==> src/rtl/bms_pkg.sv <==
// ----------------------------------------------------------------------------
// bms_pkg: shared types, constants and melody ROM of the buzzer sequencer
// Phase codes, register defaults, note tables and the ROM lookup functions.
// ----------------------------------------------------------------------------
package bms_pkg;

  // Sizing of the note ROM
  localparam int NOTE_ROM_DEPTH = 16;
  localparam int ROM_USED       = 12;

  localparam int IDX_W  = 4;   // note index kept in state
  localparam int ADDR_W = 5;   // lookup address, holds index + 1
  localparam int MS_W   = 10;
  localparam int CNT_W  = 10;
  localparam int PER_W  = 10;
  localparam int REQ_W  = 4;

  // Register defaults
  localparam logic [MS_W-1:0]  GAP_MS_RST       = 10'd180;
  localparam logic [CNT_W-1:0] TICKS_PER_MS_RST = 10'd1000;

  // Request / sound bits
  localparam logic [REQ_W-1:0] REQ_POWER_ON = 4'b0001;

  // Configuration register map (word index)
  localparam logic CFG_GAP_MS       = 1'b0;
  localparam logic CFG_TICKS_PER_MS = 1'b1;

  typedef enum logic [1:0] {
    PH_IDLE = 2'd0,
    PH_NOTE = 2'd1,
    PH_GAP  = 2'd2
  } phase_t;

  typedef struct packed {
    phase_t           phase;
    logic [REQ_W-1:0] batch;
    logic [1:0]       cur;
    logic [IDX_W-1:0] idx;
    logic [MS_W-1:0]  ms;
  } play_t;

  // Tone frequencies in Hz and the derived half-cycle-free periods in ticks
  localparam int TICKS_PER_S = 1000000;
  localparam int PER_MIN     = 2;
  localparam int FREQ_C6     = 1047;
  localparam int FREQ_C7     = 2093;
  localparam int FREQ_E7     = 2637;
  localparam int FREQ_F7     = 2794;
  localparam int FREQ_A7     = 3520;

  function automatic logic [PER_W-1:0] clamp_period(input int p);
    return PER_W'((p < PER_MIN) ? PER_MIN : p);
  endfunction

  localparam logic [PER_W-1:0] PER_C6 = clamp_period(TICKS_PER_S / FREQ_C6);
  localparam logic [PER_W-1:0] PER_C7 = clamp_period(TICKS_PER_S / FREQ_C7);
  localparam logic [PER_W-1:0] PER_E7 = clamp_period(TICKS_PER_S / FREQ_E7);
  localparam logic [PER_W-1:0] PER_F7 = clamp_period(TICKS_PER_S / FREQ_F7);
  localparam logic [PER_W-1:0] PER_A7 = clamp_period(TICKS_PER_S / FREQ_A7);

  function automatic logic rom_hit(input logic [ADDR_W-1:0] addr);
    return (int'(addr) < ROM_USED) && (int'(addr) < NOTE_ROM_DEPTH);
  endfunction

  // Duration in ms; zero marks the end of a melody
  function automatic logic [MS_W-1:0] rom_dur(input logic [ADDR_W-1:0] addr);
    logic [MS_W-1:0] d;
    unique case (addr)
      5'd0, 5'd2:               d = 10'd90;
      5'd1, 5'd3:               d = 10'd60;
      5'd4:                     d = 10'd170;
      5'd6, 5'd8, 5'd10:        d = 10'd120;
      default:                  d = '0;
    endcase
    return rom_hit(addr) ? d : '0;
  endfunction

  // Note period in ticks; zero for a rest
  function automatic logic [PER_W-1:0] rom_period(input logic [ADDR_W-1:0] addr);
    logic [PER_W-1:0] p;
    unique case (addr)
      5'd0:         p = PER_C7;
      5'd2:         p = PER_F7;
      5'd4, 5'd10:  p = PER_A7;
      5'd6:         p = PER_E7;
      5'd8:         p = PER_C6;
      default:      p = '0;
    endcase
    return rom_hit(addr) ? p : '0;
  endfunction

  function automatic logic [IDX_W-1:0] melody_start(input logic [1:0] s);
    logic [IDX_W-1:0] a;
    unique case (s)
      2'd0:    a = 4'd0;
      2'd1:    a = 4'd6;
      2'd2:    a = 4'd8;
      default: a = 4'd10;
    endcase
    return a;
  endfunction

  // Sounds whose melody is empty (end marker at the start address)
  localparam logic [REQ_W-1:0] EMPTY_MASK = {
    rom_dur({1'b0, melody_start(2'd3)}) == '0,
    rom_dur({1'b0, melody_start(2'd2)}) == '0,
    rom_dur({1'b0, melody_start(2'd1)}) == '0,
    rom_dur({1'b0, melody_start(2'd0)}) == '0
  };

endpackage

==> src/rtl/bms_in_if.sv <==
// ----------------------------------------------------------------------------
// bms_in_if: input channel of the buzzer sequencer
// One timer tick and the sound request bits per transfer.
// ----------------------------------------------------------------------------
interface bms_in_if;
  logic       valid;
  logic       ready;
  logic [3:0] request;
  logic       tick;

  modport source (output valid, output request, output tick, input ready);
  modport sink   (input valid, input request, input tick, output ready);
endinterface

==> src/rtl/bms_out_if.sv <==
// ----------------------------------------------------------------------------
// bms_out_if: result channel of the buzzer sequencer
// Buzzer drive level and play status per transfer.
// ----------------------------------------------------------------------------
interface bms_out_if;
  logic       valid;
  logic       ready;
  logic       wave_level;
  logic       tone_active;
  logic       busy_res;
  logic [9:0] note_period;

  modport source (output valid, output wave_level, output tone_active,
                  output busy_res, output note_period, input ready);
  modport sink   (input valid, input wave_level, input tone_active,
                  input busy_res, input note_period, output ready);
endinterface

==> src/rtl/buzzer_melody_sequencer_top.sv <==
// ----------------------------------------------------------------------------
// buzzer_melody_sequencer_top: ROM melody player for a passive buzzer
// Collects sound requests, plays each batch in fixed order as square waves.
// ----------------------------------------------------------------------------
// Every input transfer (one timer tick plus request bits) yields one result
// transfer, which appears from the output register in the next cycle; a new
// transfer is taken every cycle as long as that register is empty or being
// read in the same cycle, so the block runs at one tick per clock. The result
// shows the state after the tick: the 50% duty square wave, whether a note
// sounds, whether a melody or its trailing gap is running, and the current
// note period. Requests are ORed into a pending set (power-on is pending out
// of reset); when idle the pending set is latched and played power-on,
// activation, left, right. gap_ms (byte address 0) and ticks_per_ms (byte
// address 4) are to be written through the APB port by the user only while
// idle; the block itself does not enforce this. A running gap keeps its length.
module buzzer_melody_sequencer_top
  import bms_pkg::*;
(
  input  logic        clk,
  input  logic        rst_n,
  bms_in_if.sink      in_if,
  bms_out_if.source   out_if,
  input  logic        psel,
  input  logic        penable,
  input  logic        pwrite,
  input  logic [2:0]  paddr,
  input  logic [31:0] pwdata,
  output logic [31:0] prdata,
  output logic        pready
);

  // Configuration
  logic [MS_W-1:0]  gap_ms_r;
  logic [CNT_W-1:0] tpm_r;
  logic             cfg_wr;

  // Play state
  play_t             play_r, play_nxt, play_tick, after_note;
  logic [REQ_W-1:0]  pending_r, pending_nxt, pend_or;
  logic [CNT_W-1:0]  sub_r, sub_nxt;
  logic [CNT_W-1:0]  wave_r, wave_nxt;

  // Result register
  logic              out_valid_r;
  logic              wave_level_r, tone_active_r, busy_res_r;
  logic [PER_W-1:0]  note_period_r;

  logic              accept;
  logic [PER_W-1:0]  period_cur, period_out;
  logic [CNT_W:0]    wave_inc, sub_inc;
  logic              ms_event;
  logic [MS_W-1:0]   ms_dec;
  logic [ADDR_W-1:0] next_addr;
  logic [MS_W-1:0]   next_dur;
  logic [REQ_W-1:0]  rest_set;

  function automatic logic [1:0] lowest_bit(input logic [REQ_W-1:0] set);
    logic [1:0] s;
    s = 2'd0;
    for (int i = REQ_W - 1; i >= 0; i--) begin
      if (set[i]) s = 2'(i);
    end
    return s;
  endfunction

  // Start the first playable sound of a set; with no gap, empty melodies
  // are skipped entirely.
  function automatic play_t launch(input logic [REQ_W-1:0] set,
                                   input logic [MS_W-1:0]  gap,
                                   input play_t            prev);
    play_t            p;
    logic [REQ_W-1:0] eff;
    logic [1:0]       s;
    p   = prev;
    eff = (gap == '0) ? (set & ~EMPTY_MASK) : set;
    s   = lowest_bit(eff);
    if (eff == '0) begin
      p.phase = PH_IDLE;
      p.batch = '0;
      p.ms    = '0;
    end else begin
      p.cur   = s;
      p.batch = set & ~((REQ_W'(1) << s) - REQ_W'(1));
      if (EMPTY_MASK[s]) begin
        p.phase = PH_GAP;
        p.ms    = gap;
      end else begin
        p.phase = PH_NOTE;
        p.idx   = melody_start(s);
        p.ms    = rom_dur({1'b0, melody_start(s)});
      end
    end
    return p;
  endfunction

  assign accept      = in_if.valid && in_if.ready;
  assign in_if.ready = !out_valid_r || out_if.ready;

  // APB register port
  assign pready = 1'b1;
  assign cfg_wr = psel && penable && pwrite;
  assign prdata = (paddr[2] == CFG_TICKS_PER_MS) ? {22'b0, tpm_r} : {22'b0, gap_ms_r};

  always_ff @(posedge clk) begin
    if (!rst_n) begin
      gap_ms_r <= GAP_MS_RST;
      tpm_r    <= TICKS_PER_MS_RST;
    end else if (cfg_wr) begin
      if (paddr[2] == CFG_GAP_MS) gap_ms_r <= pwdata[MS_W-1:0];
      else                        tpm_r    <= pwdata[CNT_W-1:0];
    end
  end

  // Time base
  assign pend_or    = pending_r | in_if.request;
  assign period_cur = (play_r.phase == PH_NOTE) ? rom_period({1'b0, play_r.idx}) : '0;
  assign wave_inc   = {1'b0, wave_r} + 1'b1;
  assign sub_inc    = {1'b0, sub_r} + 1'b1;
  assign ms_event   = in_if.tick && (play_r.phase != PH_IDLE) &&
                      (sub_inc >= {1'b0, tpm_r});
  assign ms_dec     = (play_r.ms != '0) ? play_r.ms - 1'b1 : '0;
  assign next_addr  = {1'b0, play_r.idx} + 1'b1;
  assign next_dur   = rom_dur(next_addr);
  assign rest_set   = play_r.batch & ~(REQ_W'(1) << play_r.cur);

  // Segment end: next note, gap, or the next sound of the batch
  always_comb begin
    after_note = play_r;
    if (play_r.phase == PH_NOTE && next_dur != '0) begin
      after_note.idx = next_addr[IDX_W-1:0];
      after_note.ms  = next_dur;
    end else if (play_r.phase == PH_NOTE && gap_ms_r != '0) begin
      after_note.phase = PH_GAP;
      after_note.ms    = gap_ms_r;
    end else begin
      after_note = launch(rest_set, gap_ms_r, play_r);
    end
  end

  always_comb begin
    play_tick = play_r;
    wave_nxt  = wave_r;
    sub_nxt   = sub_r;
    if (in_if.tick && play_r.phase != PH_IDLE) begin
      if (period_cur != '0) begin
        wave_nxt = (wave_inc >= {1'b0, period_cur}) ? '0 : wave_inc[CNT_W-1:0];
      end
      sub_nxt = sub_inc[CNT_W-1:0];
      if (ms_event) begin
        sub_nxt      = '0;
        play_tick.ms = ms_dec;
        if (ms_dec == '0) begin
          play_tick = after_note;
          wave_nxt  = '0;
        end
      end
    end

    // Latch a new batch once idle
    play_nxt    = play_tick;
    pending_nxt = pend_or;
    if (play_tick.phase == PH_IDLE && pend_or != '0) begin
      play_nxt    = launch(pend_or, gap_ms_r, play_tick);
      pending_nxt = '0;
      wave_nxt    = '0;
      sub_nxt     = '0;
    end
  end

  assign period_out = (play_nxt.phase == PH_NOTE) ? rom_period({1'b0, play_nxt.idx}) : '0;

  always_ff @(posedge clk) begin
    if (!rst_n) begin
      play_r      <= '{phase: PH_IDLE, batch: '0, cur: '0, idx: '0, ms: '0};
      pending_r   <= REQ_POWER_ON;
      sub_r       <= '0;
      wave_r      <= '0;
      out_valid_r <= 1'b0;
    end else begin
      if (accept) begin
        play_r    <= play_nxt;
        pending_r <= pending_nxt;
        sub_r     <= sub_nxt;
        wave_r    <= wave_nxt;
      end
      if (accept)             out_valid_r <= 1'b1;
      else if (out_if.ready)  out_valid_r <= 1'b0;
    end
  end

  always_ff @(posedge clk) begin
    if (accept) begin
      wave_level_r  <= (period_out != '0) && (wave_nxt < {1'b0, period_out[PER_W-1:1]});
      tone_active_r <= (period_out != '0);
      busy_res_r    <= (play_nxt.phase != PH_IDLE);
      note_period_r <= period_out;
    end
  end

  assign out_if.valid       = out_valid_r;
  assign out_if.wave_level  = wave_level_r;
  assign out_if.tone_active = tone_active_r;
  assign out_if.busy_res    = busy_res_r;
  assign out_if.note_period = note_period_r;

`ifndef NO_ASSERTIONS
  a_note_has_time: assert property (@(posedge clk) disable iff (!rst_n)
    play_r.phase == PH_NOTE |-> play_r.ms != '0)
    else $error("note running with no time left");

  a_idle_no_batch: assert property (@(posedge clk) disable iff (!rst_n)
    play_r.phase == PH_IDLE |-> play_r.batch == '0)
    else $error("idle with sounds left in batch");

  a_cur_in_batch: assert property (@(posedge clk) disable iff (!rst_n)
    play_r.phase != PH_IDLE |-> play_r.batch[play_r.cur])
    else $error("current sound not in batch");

  a_tone_busy: assert property (@(posedge clk) disable iff (!rst_n)
    out_valid_r && tone_active_r |-> busy_res_r && note_period_r >= 10'd2)
    else $error("tone without busy or with short period");
`endif

endmodule

==> src/flat_wrapper.sv <==
// flat-port wrapper written by rule: the top's interface ports become plain ports
module buzzer_melody_sequencer_top_flat import bms_pkg::*;
  (clk, rst_n, psel, penable, pwrite, paddr, pwdata, prdata, pready, in_if_valid, in_if_request, in_if_tick, in_if_ready, out_if_valid, out_if_wave_level, out_if_tone_active, out_if_busy_res, out_if_note_period, out_if_ready);
  bms_in_if in_if_i ();
  bms_out_if out_if_i ();
  input  logic clk;
  input  logic rst_n;
  input  logic psel;
  input  logic penable;
  input  logic pwrite;
  input  logic [2:0] paddr;
  input  logic [31:0] pwdata;
  output logic [31:0] prdata;
  output logic pready;
  input wire logic [$bits(in_if_i.valid)-1:0] in_if_valid;
  input wire logic [$bits(in_if_i.request)-1:0] in_if_request;
  input wire logic [$bits(in_if_i.tick)-1:0] in_if_tick;
  output wire logic [$bits(in_if_i.ready)-1:0] in_if_ready;
  output wire logic [$bits(out_if_i.valid)-1:0] out_if_valid;
  output wire logic [$bits(out_if_i.wave_level)-1:0] out_if_wave_level;
  output wire logic [$bits(out_if_i.tone_active)-1:0] out_if_tone_active;
  output wire logic [$bits(out_if_i.busy_res)-1:0] out_if_busy_res;
  output wire logic [$bits(out_if_i.note_period)-1:0] out_if_note_period;
  input wire logic [$bits(out_if_i.ready)-1:0] out_if_ready;
  assign in_if_i.valid = in_if_valid;
  assign in_if_i.request = in_if_request;
  assign in_if_i.tick = in_if_tick;
  assign in_if_ready = in_if_i.ready;
  assign out_if_valid = out_if_i.valid;
  assign out_if_wave_level = out_if_i.wave_level;
  assign out_if_tone_active = out_if_i.tone_active;
  assign out_if_busy_res = out_if_i.busy_res;
  assign out_if_note_period = out_if_i.note_period;
  assign out_if_i.ready = out_if_ready;
  buzzer_melody_sequencer_top u_core (.clk(clk), .rst_n(rst_n), .in_if(in_if_i), .out_if(out_if_i), .psel(psel), .penable(penable), .pwrite(pwrite), .paddr(paddr), .pwdata(pwdata), .prdata(prdata), .pready(pready));
endmodule
==> config.mk <==
export PLATFORM = sky130hd
export DESIGN_NAME = buzzer_melody_sequencer_top_flat
export DESIGN_NICKNAME = d
export VERILOG_FILES = /design/src/rtl/bms_pkg.sv /design/src/rtl/bms_in_if.sv /design/src/rtl/bms_out_if.sv /design/src/rtl/buzzer_melody_sequencer_top.sv /design/src/flat_wrapper.sv
export SDC_FILE = /design/constraint.sdc
export NUM_CORES = 1
export LEC_CHECK = 0
export BUFFER_PORTS_ARGS = -buffer_cell sky130_fd_sc_hd__buf_2
export CORE_ASPECT_RATIO = 1.2
export CORE_UTILIZATION = 25
export DETAILED_ROUTE_END_ITERATION = 8
export GPL_ROUTABILITY_DRIVEN = 0
export GPL_TIMING_DRIVEN = 0
export MAX_ROUTING_LAYER = met4
export SETUP_SLACK_MARGIN = 0.2
export SLEW_MARGIN = 10
export SYNTH_ARGS = -nofsm -noshare
export SYNTH_HDL_FRONTEND = slang
export SYNTH_SLANG_ARGS = --single-unit
==> constraint.sdc <==
create_clock -name clk -period 5.2 [get_ports clk]
set_clock_uncertainty 0.05 [all_clocks]
set_input_delay 0.52 -clock clk [delete_from_list [all_inputs] [get_ports clk]]
set_output_delay 0.52 -clock clk [all_outputs]
set_load 0.01 [all_outputs]
==> results of run 1 <==
power by group through the flow:
stage / sequential [uW] / clock, uW / combinational (uW)
floorplan: 680 / 0 / 274
global placement: 682 / 0 / 375
detailed placement: 683 / 0 / 378
CTS: 669 / 637 / 412
global route: 673 / 662 / 492
finish: 670 / 627 / 450
area by class of cell:
type | count | area (um2) | area share [%]
multi-input combinational | 623 | 4280 | 56.0
clock buffer | 9 | 225 | 2.95
tap | 315 | 394 | 5.16
sequential | 79 | 1720 | 22.5
inverter | 28 | 111 | 1.46
clock inverter | 7 | 55.1 | 0.720
buffer | 54 | 314 | 4.11
timing repair buffer | 84 | 543 | 7.11
through the flow:
stage	power (uW)	setup WS [ns]	instances	cell area (um2)
after floorplan	954	0.204	784	6080
after global placement	1060	-0.722	1145	6710
after detailed placement	1060	-0.769	1145	6710
after CTS	1720	0.205	1186	7340
after global routing	1830	0.0726	1199	7640
final	1750	0.336	1199	7640
registers in the layout, indices dropped and copies added, names as in the netlist:
name                       count
u_core.gap_ms_r               10
u_core.out_if.busy_res         1
u_core.out_if.note_period      9
u_core.out_if.tone_active      1
u_core.out_if.valid            1
u_core.out_if.wave_level       1
u_core.pending_r               4
u_core.play_r                 22
u_core.sub_r                  10
u_core.tpm_r                  10
u_core.wave_r                 10
synthesized netlist by cell type, drive strengths merged, types with 10 or more instances:
cell type / number
xnor2: 10
dfxtp: 67
o21ai: 46
a21oi: 43
a21o: 10
nand2: 108
edfxtp: 12
nor2: 72
a21boi: 36
ha: 37
o211ai: 11
xor2: 11
nor3: 21
nor2b: 23
a31oi: 10
nand2b: 11
inv: 27
clkbuf: 23
mux2: 12
buf: 31
nand3: 28
final timing paths:
kind	from	end	slack (ns)	cells past startpoint
worst max-delay path	u_core.play_r[1]$_SDFFE_PN0P_	u_core.out_if.wave_level$_DFFE_PP_	0.34	21
worst min-delay path	pwdata[2]	u_core.gap_ms_r[2]$_SDFFE_PN1P_	0.34	3
worst max register to register	u_core.play_r[1]$_SDFFE_PN0P_	u_core.out_if.wave_level$_DFFE_PP_	0.34	21
worst min register to register	u_core.tpm_r[4]$_SDFFE_PN0P_	u_core.tpm_r[4]$_SDFFE_PN0P_	0.43	2
routing by layer:
metal	up-vias	GRT usage [%]
met2	162	26.3
met5	-	-
met1	2795	17.5
li1	2925	-
met3	36	2.90
met4	0	6.40
kinds of logic (layout without fill, tap and decap cells):
group	Yosys count	after routing	share of synthesized area, %
AO/OA/AOI/OAI	209	209	24.7
XOR/XNOR	21	21	3.08
adder cells (fa/ha/maj)	37	37	7.76
buffers and inverters	82	182	6.88
flip-flops	79	79	28.5
multiplexers	18	18	3.27
other	2	23	0.126
AND/OR/NAND/NOR	315	315	25.7
tightest hold or removal path, cell delays in order:
cell	delay, ns
buf_2	0.09
nand2_1	0.04
nand3_1	0.07
repair_timing:
item | CTS | global route
setup buffers | 25 | 13
setup endpoints to repair | 1 | 1
pin swaps | 20 | 25
resized for setup | 41 | 43
==> results.yml, run 1 <==
setup_path:
  crit_chain: "inv_2, ha_4, or4b_4, o41a_1, a2111oi_4, o2111ai_4, o31ai_4, buf_6, nand2_4, a21boi_4, buf_6, nor2_1, or3_4, ha_4, o21ai_2, nand2b_1, a21oi_2, nor2_1, a211oi_1, o21ai_1, a211oi_2"
  cp_top_family: "compound AO/OA/AOI/OAI gates"
  crit_buf_inv: 3
  critPathArrivalTime_ns: 5.00
  critical_path_class: "register to register"
  critPathMaxStageDelay_ns: 0.47
  crit_fanout: 7
  crit_slowest_cell: "or4b_4"
  start_kind: "register"
  cp-end-kind: "register"
  critPathRequiredTime_ns: 5.33
clock_tree:
  clock_sinks: 79
  hold_buffers: 0
  cts_buffer_depth: 2
  clk_pin_slew_ns: 0.07
  htreeDepth: 3
  clockRootBuffer: "clkbuf_16"
  cts_tree: "built"
  cts_made_buffers: 9
  clkLatencyLatePin_ns: 0.36
routing:
  routed-wl-met3_um: 778
  drt-initial-drc-count: 445
  via_per_inst: 4.94
  drc_errors: 1
  routed_wl_mm: 18.1
  dr.pass1.iters: 7
  wl_met1_mm: 7.70
  postRouteAntennaNets: 0
  vias: 5918
  top_layer: "met4"
  wl_per_cell_um: 15.1
  wl_met2_mm: 9.14
floorplanning:
  start_util_pct: 25.6
  fp.dieW_um: 143
  dieArea_mm2: 0.0245
  core_mm2: 0.0233
  ios: 95
  rows: 61
  die_h_um: 171
layout:
  mostFrequentLayoutCells: "nand2_1 (105), nor2_1 (68), buf_4 (59), dfxtp_1 (59), buf_2 (47)"
  layout_commonest_cell: "nand2_1"
  nNetsFinal: 963
  drive_gt1_share_pct: 24.9
  nFillCells: 2454
  syn2layout_area_growth_pct: 28.2
  postLayoutCoreUtil_pct: 32.8
  antennaDiodeCount: 0
power:
  p_sw_share_pct: 33.4
  cellPowerDensity_mw_per_mm2: 229
  power_leakage_uw: 0.00305
  seq_power_share_pct: 38.3
  peakVddDrop_mv: 0.156
  p_int_uw: 1160
  pwr-share-clk_pct: 35.9
  switchingPower_uw: 584
  combPwrFrac_pct: 25.8
yosys:
  syn-cell-area_mm2: 0.00596
  async_reset_ff_share_pct: 0
  yosysTopAreaCell: "dfxtp_1"
  synth.distinct_cells: 82
  synth_area_leaders: "dfxtp_1 (22%), ha_1 (7.8%), nand2_1 (6.7%)"
  synthesis.instances: 763
  ys_seq_area_share_pct: 28.5
  synth_edf_count: 12
  synth_top_area_share_pct: 22.5
  ys_seq_elements: 79
  synth_top_flop_cell: "dfxtp_1"
  synth_warnings: 0
  syn_area_per_cell_um2: 7.82
grt:
  grt_pass1_wl_mm: 28.5
  track_usage_pct: 15.4
  grt_antenna_before_repair: 0
  gr-total-overflow: 0
  grt_pass1_vias: 5595
  grt_max_degree: 22
timing:
  period_needed_ns: 4.86
  setup_violations: 0
  fmax_mhz: 206
  post-route-period-util_pct: 93.5
  finalHoldViolCount: 0
  fin_hold_ws_ns: 0.343
  slew_headroom_pct: 27.9
  slew_viol_final: 0
  grt_setup_unrepaired: "true"
  tns_ns: 0
  worst_pin_slew_ns: 1.08
outcome:
  status: "finished with violations"
  failed_checks: "DRC"
placed_design:
  place_hpwl_mm: 12.9
  portBuffers: 46
job:
  maxCapViolCount: 0
hold_path:
  min_path_type: "primary input to register"
Power figures use the tool's default switching activity.
==> run 2: changes to the inputs <==
REMOVE_ABC_BUFFERS = 1   (was default)
==> run 2 against run 1 <==
- highest routed layer unchanged
- sequential power up 0.7%
- via count is 3.9% lower
- the flow now finishes without violations
- critical endpoint unchanged
- clock-buffer cell count unchanged
- global-route usage fell by 1.2 points
- hold slack lost 0.011 ns
==> results.yml, run 2 (synthesis results as in run 1) <==
floorplanning:
  die_h_um: 171
  core_mm2: 0.0233
  dieArea_mm2: 0.0245
  start_util_pct: 25.6
  rows: 61
  ios: 95
  fp.dieW_um: 143
job:
  maxCapViolCount: 0
setup_path:
  start_kind: "register"
  ff2ff_path_depth: 27
  critPathRequiredTime_ns: 5.34
  crit_slowest_cell: "a221o_1"
  critical_path_class: "register to register"
  critPathArrivalTime_ns: 5.10
  critPathMaxStageDelay_ns: 0.40
  rr_startpoint: "u_core.sub_r[2]$_SDFFE_PN0P_"
  ff2ff_setup_slack_ns: 0.24
  cp-end-kind: "register"
  timing.rr.end: "u_core.out_if.wave_level$_DFFE_PP_"
  crit_fanout: 5
power:
  seq_power_share_pct: 39.1
  p_sw_share_pct: 33.3
  totalPowerFinal_uw: 1730
  switchingPower_uw: 576
  pwr-share-clk_pct: 37.5
  p_int_uw: 1150
  peakVddDrop_mv: 0.169
  cellPowerDensity_mw_per_mm2: 235
  combPwrFrac_pct: 23.4
  power_leakage_uw: 0.00289
placed_design:
  pre_cts_ws_ns: -0.831
  place_hpwl_mm: 11.4
  dp_cells: 1092
  portBuffers: 47
clock_tree:
  clock_sinks: 79
  clkLatencyLatePin_ns: 0.36
  cts_tree: "built"
  cts_buffer_depth: 2
  hold_buffers: 0
  htreeDepth: 3
  clockRootBuffer: "clkbuf_16"
  cts_made_buffers: 9
  clk_pin_slew_ns: 0.08
layout:
  mostFrequentLayoutCells: "nand2_1 (106), nor2_1 (69), dfxtp_1 (56)"
  layoutNonFillerInstCount: 1153
  nFillCells: 2456
  nNetsFinal: 915
  syn2layout_area_growth_pct: 23.2
  drive_gt1_share_pct: 23.0
  layout_commonest_cell: "nand2_1"
  largest_register_ffs: 22
  regMostFlops: "u_core.play_r"
grt:
  grt_max_degree: 65
  grt_pass1_wl_mm: 26.4
  gr-total-overflow: 0
  grt_antenna_before_repair: 2
  track_usage_pct: 14.2
  grt_pass1_vias: 5262
routing:
  via_per_inst: 4.93
  postRouteAntennaNets: 0
  dr.pass1.iters: 5
  drc_errors: 0
  wl_per_cell_um: 14.4
  drt-initial-drc-count: 320
  vias: 5690
  routed_wl_mm: 16.6
timing:
  setup_violations: 0
  slew_headroom_pct: 26.5
  slew_viol_final: 0
  period_needed_ns: 4.96
  fmax_mhz: 202
  post-route-period-util_pct: 95.4
  worst_pin_slew_ns: 1.10
  grt_setup_unrepaired: "true"
  finalHoldViolCount: 0
  setup_ws_ns: 0.238
hold_path:
  hp-start: "pwdata[4]"
  min_path_type: "primary input to register"
  min_delay_path_depth: 3
  worstHoldEndpoint: "u_core.gap_ms_r[4]$_SDFFE_PN1P_"
outcome:
  status: "finished clean"
[run 2: final cells by class]
class                           instances  area, um2  area share (%)
Sequential cell                        79       1730            23.5
Inverter                               28        110            1.50
Multi-Input combinational cell        623       4230            57.5
Antenna cell                            2       5.00          0.0681
Clock inverter                          7       73.8            1.00
Clock buffer                            9        225            3.06
Timing Repair Buffer                   90        586            7.97
Tap cell                              315        394            5.36
[run 2: metrics by stage]
stage / hold slack [ns] / utilization, % / area, um2 / TNS (ns)
floorplan: 0.403 / - / 5740 / 0
global placement: 0.423 / 27.3 / 6370 / -0.805
detailed placement: 0.434 / 27.3 / 6370 / -0.831
CTS: 0.317 / 30.4 / 7070 / 0
global route: 0.338 / 31.6 / 7350 / -0.0194
finish: 0.332 / 31.6 / 7350 / 0
[run 2: what timing repair did]
action | 4_1_cts | 5_1_grt
resized for setup | 54 | 29
endpoints found under the setup margin | 1 | 1
buffers inserted | 22 | 21
pin swaps | 19 | 28
[run 2: how the worst max path moves through the flow]
stage	startpoint	endpoint	slack, ns	depth (start not counted)
3_5_place_dp	u_core.sub_r[0]$_SDFFE_PN0P_	u_core.out_if.wave_level$_DFFE_PP_	-0.83	25
2_1_floorplan	u_core.sub_r[0]$_SDFFE_PN0P_	u_core.out_if.wave_level$_DFFE_PP_	0.006	25
6_report	u_core.sub_r[2]$_SDFFE_PN0P_	u_core.out_if.wave_level$_DFFE_PP_	0.24	27
4_1_cts	u_core.sub_r[0]$_SDFFE_PN0P_	u_core.out_if.wave_level$_DFFE_PP_	0.20	22
3_3_place_gp	u_core.sub_r[0]$_SDFFE_PN0P_	u_core.out_if.wave_level$_DFFE_PP_	-0.81	25
5_1_grt	u_core.sub_r[2]$_SDFFE_PN0P_	u_core.out_if.wave_level$_DFFE_PP_	-0.02	25
[run 2: worst max-delay path, delay by kind of cell (launching register included)]
kind | cells | cell delay (ns)
buffers and inverters | 3 | 0.34
AOI/OAI and AO/OA | 12 | 2.13
xor gates and xnor gates | 1 | 0.26
DFF | 1 | 0.39
and+or+nand+nor | 9 | 1.05
adders and majority gates | 2 | 0.58
[run 2: routing by layer]
| metal | wire length, um | GRT usage (%) | part of all wire (%) | vias to the layer above |
|---|---|---|---|---|
| met1 | 7240 | 16.3 | 44 | 2666 |
| met5 | 0 | - | 0 | - |
| li1 | - | - | - | 2833 |
| met2 | 8150 | 24.0 | 49 | 166 |
| met3 | 947 | 3.67 | 5.7 | 25 |
| met4 | 284 | 4.11 | 1.7 | 0 |
[run 2: power by group through the flow]
stage                     logic (uW)  clock network [uW]  registers [uW]
after floorplan                  239                   0             686
final                            404                 647             675
after CTS                        381                 669             675
after global placement           337                   0             689
after global routing             446                 687             679
after detailed placement         340                   0             689
==> run 3: changes to the inputs <==
SLEW_MARGIN = 20   (was 10)
clock period = 5.9 ns   (was 5.2 ns; I/O delays follow)
==> run 3 against run 2 <==
- largest power group unchanged
- final cell count down 2.7%
- sequential share of layout area up 1.1 points
- global-route usage is 0.58 points lower
- first-iteration DRC count shrank 10%
- critical path type unchanged
- final area is 5.5% lower
- sequential cell count is the same
- clock power decreased by 12%
- sequential power is 12% lower
- largest cell class unchanged
- critical endpoint unchanged
==> results.yml, run 3 (synthesis results as in run 1) <==
routing:
  routed_wl_mm: 15.9
  dr.pass1.iters: 5
  via_per_inst: 4.88
  drc_errors: 0
  postRouteAntennaNets: 0
  vias: 5472
  drt-initial-drc-count: 288
  wl_per_cell_um: 14.1
placed_design:
  portBuffers: 47
  dp_cells: 1092
  place_hpwl_mm: 11.4
  pre_cts_ws_ns: -0.131
timing:
  period_needed_ns: 5.29
  grt_setup_unrepaired: "false"
  fmax_mhz: 189
  post-route-period-util_pct: 89.7
  worst_pin_slew_ns: 1.04
  setup_ws_ns: 0.608
  slew_viol_final: 0
  setup_violations: 0
  finalHoldViolCount: 0
  slew_headroom_pct: 30.6
layout:
  layout_commonest_cell: "nand2_1"
  regMostFlops: "u_core.play_r"
  postLayoutCoreUtil_pct: 29.8
  largest_register_ffs: 22
  drive_gt1_share_pct: 17.4
  syn2layout_area_growth_pct: 16.4
  nNetsFinal: 884
  mostFrequentLayoutCells: "nand2_1 (106), nor2_1 (70), dfxtp_1 (61)"
  nFillCells: 2508
  layoutNonFillerInstCount: 1122
setup_path:
  critical_path_class: "register to register"
  critPathRequiredTime_ns: 6.03
  crit_start: "u_core.sub_r[0]$_SDFFE_PN0P_"
  rr_startpoint: "u_core.sub_r[0]$_SDFFE_PN0P_"
  start_kind: "register"
  crit_fanout: 6
  cp-end-kind: "register"
  critPathArrivalTime_ns: 5.43
clock_tree:
  clockRootBuffer: "clkbuf_16"
  cts_tree: "built"
  clock_sinks: 79
  hold_buffers: 0
  cts_made_buffers: 9
  clk_pin_slew_ns: 0.08
  cts_buffer_depth: 2
  clkLatencyLatePin_ns: 0.36
  htreeDepth: 3
floorplanning:
  fp.dieW_um: 143
  rows: 61
  die_h_um: 171
  start_util_pct: 25.6
  ios: 95
  core_mm2: 0.0233
  dieArea_mm2: 0.0245
grt:
  gr-total-overflow: 0
  track_usage_pct: 13.6
  grt_pass1_vias: 5061
  grt_antenna_before_repair: 2
  grt_pass1_wl_mm: 25.3
  grt_max_degree: 65
outcome:
  status: "finished clean"
power:
  power_leakage_uw: 0.00270
  peakVddDrop_mv: 0.146
  cellPowerDensity_mw_per_mm2: 214
job:
  maxCapViolCount: 0
hold_path:
  hp-start: "pwdata[4]"
  min_path_type: "primary input to register"
## run 3: cell types whose count changed in the layout (fill, tap and decap cells not counted), moves of 3 or more
cell | before | now
a21oi_1 | 38 | 41
dfxtp_1 | 56 | 61
buf_6 | 4 | 0
a21oi_2 | 4 | 1
buf_4 | 38 | 12
ha_1 | 31 | 36
ha_4 | 4 | 1
dfxtp_4 | 6 | 1
## run 3: power breakdown
group	switching [uW]	internal, uW
Sequential	25.4	570
Combinational	198	125
Clock	271	299
## run 3: routing by layer
metal	routed length, um	track usage, %	up-vias
met5	0	-	-
met4	150	3.32	0
met3	820	3.03	11
met2	7760	22.9	136
met1	7120	16.3	2552
li1	-	-	2773
## run 3: through the flow
step / hold slack, ns / setup TNS (ns) / instance area, um2 / total power (uW)
floorplan: 0.403 / 0 / 5740 / 815
CTS: 0.387 / 0 / 6720 / 1490
detailed placement: 0.434 / -0.131 / 6370 / 907
finish: 0.403 / 0 / 6940 / 1490
global placement: 0.423 / -0.105 / 6370 / 905
global route: 0.408 / 0 / 6940 / 1570
## run 3: timing repair
| action | CTS | global route |
|---|---|---|
| setup endpoints to repair | 1 | 1 |
| buffers inserted | 2 | 10 |
| pin swaps | 1 | 6 |
| gates resized for setup | 7 | 35 |
## run 3: area by class of cell
| type | count | area (um2) | area share, % |
|---|---|---|---|
| Multi-Input combinational cell | 623 | 4100 | 59.1 |
| Sequential cell | 79 | 1710 | 24.7 |
| Tap cell | 315 | 394 | 5.68 |
| Timing Repair Buffer | 59 | 325 | 4.69 |
| Clock buffer | 9 | 225 | 3.24 |
| Inverter | 28 | 105 | 1.51 |
| Clock inverter | 7 | 73.8 | 1.06 |
| Antenna cell | 2 | 5.00 | 0.0721 |
## run 3: worst paths after layout
kind,end,slack [ns],depth (start not counted)
max reg2reg,u_core.out_if.wave_level$_DFFE_PP_,0.61,25
min reg2reg,u_core.tpm_r[4]$_SDFFE_PN0P_,0.45,2
max,u_core.out_if.wave_level$_DFFE_PP_,0.61,25
min,u_core.gap_ms_r[4]$_SDFFE_PN1P_,0.40,3
## run 3: critical path: stages (launching register included)
cell	delay [ns]
dfxtp_2	0.40
ha_4	0.19
nand3_4	0.12
nor3_4	0.28
xor2_1	0.19
ha_1	0.24
or2_2	0.33
and3_1	0.20
a221o_1	0.42
a31oi_4	0.25
o31a_4	0.22
nor2_4	0.06
mux2_4	0.36
a21o_4	0.24
inv_2	0.06
o21ai_1	0.09
ha_1	0.33
a21oi_1	0.15
nor2b_1	0.06
o21ai_0	0.17
nand2b_1	0.08
a21oi_1	0.14
nor2_1	0.07
a211oi_2	0.13
o21ai_1	0.11
a211oi_2	0.19
